### src/design/lrl_pkg.sv
// Shared types, field widths and codes for the LRU replacement list.
package lrl_pkg;

    localparam int SLOTS_DEFAULT = 1024;

    localparam int FUNC_W   = 2;
    localparam int SLOT_W   = 10;
    localparam int STATUS_W = 2;

    // Reciprocal division of the 10-bit slot number by the slot count
    localparam int RCP_SHIFT = 20;
    localparam int RCP_W     = RCP_SHIFT;
    localparam int PROD_W    = SLOT_W + RCP_W;
    localparam int SLOTS_W   = 17;
    localparam int MUL_W     = SLOT_W + SLOTS_W;

    localparam logic [FUNC_W-1:0] FUNC_INSERT = 2'd0;
    localparam logic [FUNC_W-1:0] FUNC_TOUCH  = 2'd1;
    localparam logic [FUNC_W-1:0] FUNC_EVICT  = 2'd2;

    localparam logic [STATUS_W-1:0] ST_DONE       = 2'd0;
    localparam logic [STATUS_W-1:0] ST_NOT_LISTED = 2'd1;
    localparam logic [STATUS_W-1:0] ST_EMPTY      = 2'd2;
    localparam logic [STATUS_W-1:0] ST_LISTED     = 2'd3;

    typedef struct packed {
        logic capture;
        logic wrap;
        logic look;
        logic decide;
        logic link;
        logic clear;
    } lrl_cmd_t;

    typedef struct packed {
        logic clr_last;
        logic move;
    } lrl_stat_t;

endpackage

### src/design/lrl_ctrl.sv
// Sequencer for the LRU replacement list: clearing sweep and per-item steps.
module lrl_ctrl
(
    input  logic              clk,
    input  logic              rst_n,
    input  logic              start,
    output logic              busy,
    output lrl_pkg::lrl_cmd_t cmd,
    input  lrl_pkg::lrl_stat_t stat
);

    localparam logic [2:0] S_CLEAR  = 3'd0;
    localparam logic [2:0] S_IDLE   = 3'd1;
    localparam logic [2:0] S_WRAP   = 3'd2;
    localparam logic [2:0] S_LOOK   = 3'd3;
    localparam logic [2:0] S_DECIDE = 3'd4;
    localparam logic [2:0] S_LINK   = 3'd5;

    logic [2:0] state_reg;
    logic [2:0] state_next;

    always_ff @(posedge clk or negedge rst_n)
    begin
        if (!rst_n)
        begin
            state_reg <= S_CLEAR;
        end
        else
        begin
            state_reg <= state_next;
        end
    end

    always_comb
    begin
        state_next = state_reg;
        cmd        = '0;
        case (state_reg)
            S_CLEAR:
            begin
                cmd.clear = 1'b1;
                if (stat.clr_last)
                begin
                    state_next = S_IDLE;
                end
            end
            S_IDLE:
            begin
                if (start)
                begin
                    cmd.capture = 1'b1;
                    state_next  = S_WRAP;
                end
            end
            S_WRAP:
            begin
                cmd.wrap   = 1'b1;
                state_next = S_LOOK;
            end
            S_LOOK:
            begin
                cmd.look   = 1'b1;
                state_next = S_DECIDE;
            end
            S_DECIDE:
            begin
                cmd.decide = 1'b1;
                state_next = stat.move ? S_LINK : S_IDLE;
            end
            S_LINK:
            begin
                cmd.link   = 1'b1;
                state_next = S_IDLE;
            end
            default:
            begin
                state_next = S_IDLE;
            end
        endcase
    end

    assign busy = (state_reg != S_IDLE);

endmodule

### config.mk
export PLATFORM = sky130hd
export DESIGN_NAME = lrl_ctrl
export DESIGN_NICKNAME = d
export VERILOG_FILES = /design/src/design/lrl_pkg.sv /design/src/design/lrl_ctrl.sv
export SDC_FILE = /design/constraint.sdc
export NUM_CORES = 1
export LEC_CHECK = 0
export BUFFER_PORTS_ARGS = -buffer_cell sky130_fd_sc_hd__buf_4
export CORE_AREA = 3 3 40 42
export CTS_BUF_LIST = sky130_fd_sc_hd__clkbuf_4
export CTS_CLUSTER_SIZE = 8
export DETAILED_ROUTE_END_ITERATION = 10
export DIE_AREA = 0 0 43 45
export MAX_ROUTING_LAYER = met4
export PLACE_DENSITY = 0.37
export RECOVER_POWER = 25
export SLEW_MARGIN = 15
export SYNTH_ARGS = -nofsm -noshare
export SYNTH_HDL_FRONTEND = slang
export SYNTH_SLANG_ARGS = --single-unit
### constraint.sdc
create_clock -name clk -period 1.8 [get_ports clk]
set_input_delay 0.09 -clock clk [delete_from_list [all_inputs] [get_ports clk]]
set_output_delay 0.09 -clock clk [all_outputs]
set_load 0.01 [all_outputs]
==> metrics list <==
- Antenna Diode Count: 0
- Sequential Area: 75.1 um2
- The average instance in the mapped netlist occupies 11.9 um2.
- Clock tree synthesis found a total of 3 sinks.
- Overflow left after global routing: 0
- Worst-margin pin slew: 244 ps
* Cell count of the worst hold path: 2
- Share of power burned in combinational logic: 46.1%
- Highest clock rate: 767 MHz
* Number of synthesized register bits: 3
- Worst setup path category: reg2out
* Initial core utilization: 13.9%
* Core box area: 1280 um2
- Period Utilization, post-route: 72.4%
- Unrepaired setup endpoints after global routing: false
* Headroom to the max-slew limit: 83.7%
* Number of antenna violations at the first check in global routing: 0
- Using the TritonRoute via totals, the vias-per-cell ratio works out to 3.65.
- Internal power comes to 354 uW.
* Number of nets in the finished design: 37
* Cell area after placement: 280 um2
- Netlist Area Pre-Place: 179 um2
- # DRC: 0
* Worst hold path endpoint: state_reg[2]$_DFFE_PN0P_
* Cell area after layout: 317 um2
* Final weighted congestion in routability-driven placement: 0.602
- Register-to-register setup slack: 700 ps
* Status: completed
* Net switching fraction of the power: 34.8%
* R2R Path End: state_reg[0]$_DFFE_PN0P_
- STA puts the critical path data arrival time at 1210 ps.
- Largest register FFs: 3
* Routed Wire Length: 431 um
- The worst setup path is launched from a flip-flop.
- Worst Hold Launch: stat[0]
- Distinct cell type count after synthesis: 10
- Setup violations remaining at the end of the flow were counted as 0.
* Cell row count: 13
- Overall power: 543 uW
* Largest net degree at the start of global routing: 10
* Clock-pin transition on the worst setup and hold timing paths: 40 ps
* Max-cap violations: 0
- Per report_power, the sequential group accounts for 29.3% of the total.
- 12 I/O pins were placed.
- The first global-routing pass estimated 572 um of wire.
- The startpoint identified for the worst register-to-register timing path is state_reg[1]$_DFFE_PN0P_.
- At the later pin of the worst-skew pair, clock insertion delay measures 230 ps.
- TritonCTS built the clock tree.
- H-tree depth reported by CTS: 1
* Leading cell type in the layout, fill and taps excluded: buf_4
- Total Routing Usage GR: 4.39%
* Hold violation count in the final report: 0
- The final-report max-slew violation count was 0.
- Antenna-violating nets left: 0
- Switching Power: 189 uW
- For the finished layout, the period the worst path requires is 1300 ps.
- The die is 43 um wide.
* Layout cell share with drive strength beyond 1: 58.1%
* Area used by multi-input combinational logic: 104 um2
- Cells resized by post-CTS repair: 0
- Number of buffers added on ports: 11
* First DRT Iteration DRCs: 3
- Number of clock buffers inserted by TritonCTS: 3
- Area added between synthesis and finish: 76.9%
- Net count after synthesis: 20
- After synthesis, flip-flops and latches occupy 42.0% of the total area.
- The clock network is responsible for 24.6% of the overall power.
- Fill cells in the final layout number 143.
* Via Count: 168
- The worst hold path belongs to the class in2reg.
* Peak fanout along the critical path: 9
* Utilization of the core after routing: 24.6%
- Cell area power density: 1720 nW/um2
- Yosys printed 0 warnings.
- The first detailed-routing pass took 4 iterations.
- Clock root cell: clkbuf_4
- Synthesized netlist cell count: 15
- From bottom edge to top edge, the die measures 45 um.
- Measured in cells, the most critical reg-to-reg path has a length of 2.
* Drt wl/cell: 9.37 um
- Req. time, crit path: 1710 ps
- Most used cells in the layout excluding fill and tap cells: buf_4 (10), clkbuf_4 (4), dfrtp_1 (3)
- CP Capture Type: primary output
- The die covers 1940 um2.
- The via count of the first global-routing pass came to 152.
- Accumulated negative setup slack: 0 ps
- The worst-case IR drop observed on VDD is 0.000691 V.
- Setup Skew: 1.31 ps
* Number of setup buffers added after CTS: 0
* Leakage: 0.164 nW
- Max Buffers Root-to-Sink: 2
-- routing by layer --
layer | part of all wire (%) | wire length (um) | vias to the layer above | GRT usage [%]
met2 | 42 | 179 | 9 | 5.69
met4 | 0 | 0 | 0 | 1.81
met1 | 44 | 191 | 70 | 4.38
met3 | 14 | 60 | 0 | 4.38
met5 | 0 | 0 | - | -
li1 | - | - | 89 | -
-- cell type report --
type                    instances  area share, %
clock buffers                   4           9.49
repair buffers                 12           28.1
flip-flops and latches          3           23.7
well taps                      15           5.93
multi-input cells              12           32.8
-- synthesized netlist by cell type --
library cell  number  area [um2]
and4bb_1           1        12.5
o21ai_0            1        5.00
or3_1              1        6.26
dfrtp_1            3        75.1
a21o_1             2        15.0
nor3_1             1        5.00
and3b_2            2        20.0
or2_1              1        6.26
or3b_1             1        8.76
nor3b_2            2        25.0
-- through the flow --
stage,cells,setup WS (ps),hold WS (ps)
final,46,497,60.5
after detailed placement,41,691,-119
after CTS,46,486,62.5
after global routing,46,424,64.7
after global placement,41,708,-120
after floorplan,15,754,-206
-- cell families after synthesis --
logic type	synth area share, %
AOI/OAI and AO/OA	11.2
DFF	42.0
and+or+nand+nor	46.9
-- power by group through the flow --
stage,registers (mW),logic (mW),clock network [mW]
finish,0.159,0.250,0.133
global route,0.169,0.275,0.143
CTS,0.159,0.257,0.138
detailed placement,0.160,0.255,0
global placement,0.157,0.260,0
floorplan,0.145,0.141,0
-- worst max-delay path, cell delays in order (launching register included) --
cell	delay, ps
dfrtp_1	460
or3b_1	370
buf_4	150
-- what timing repair did --
item	4_1_cts	5_1_grt
setup endpoints to repair	0	0
hold endpoints to repair	3	0
hold buffers	1	0
-- how the worst max path moves through the flow --
stage	to	from
floorplan	state_reg[0]$_DFFE_PN0P_	state_reg[1]$_DFFE_PN0P_
global placement	state_reg[0]$_DFFE_PN0P_	state_reg[1]$_DFFE_PN0P_
detailed placement	state_reg[0]$_DFFE_PN0P_	state_reg[1]$_DFFE_PN0P_
CTS	busy	state_reg[0]$_DFFE_PN0P_
global route	busy	state_reg[0]$_DFFE_PN0P_
finish	busy	state_reg[0]$_DFFE_PN0P_
Note: power is estimated with default switching activity, not from simulation.
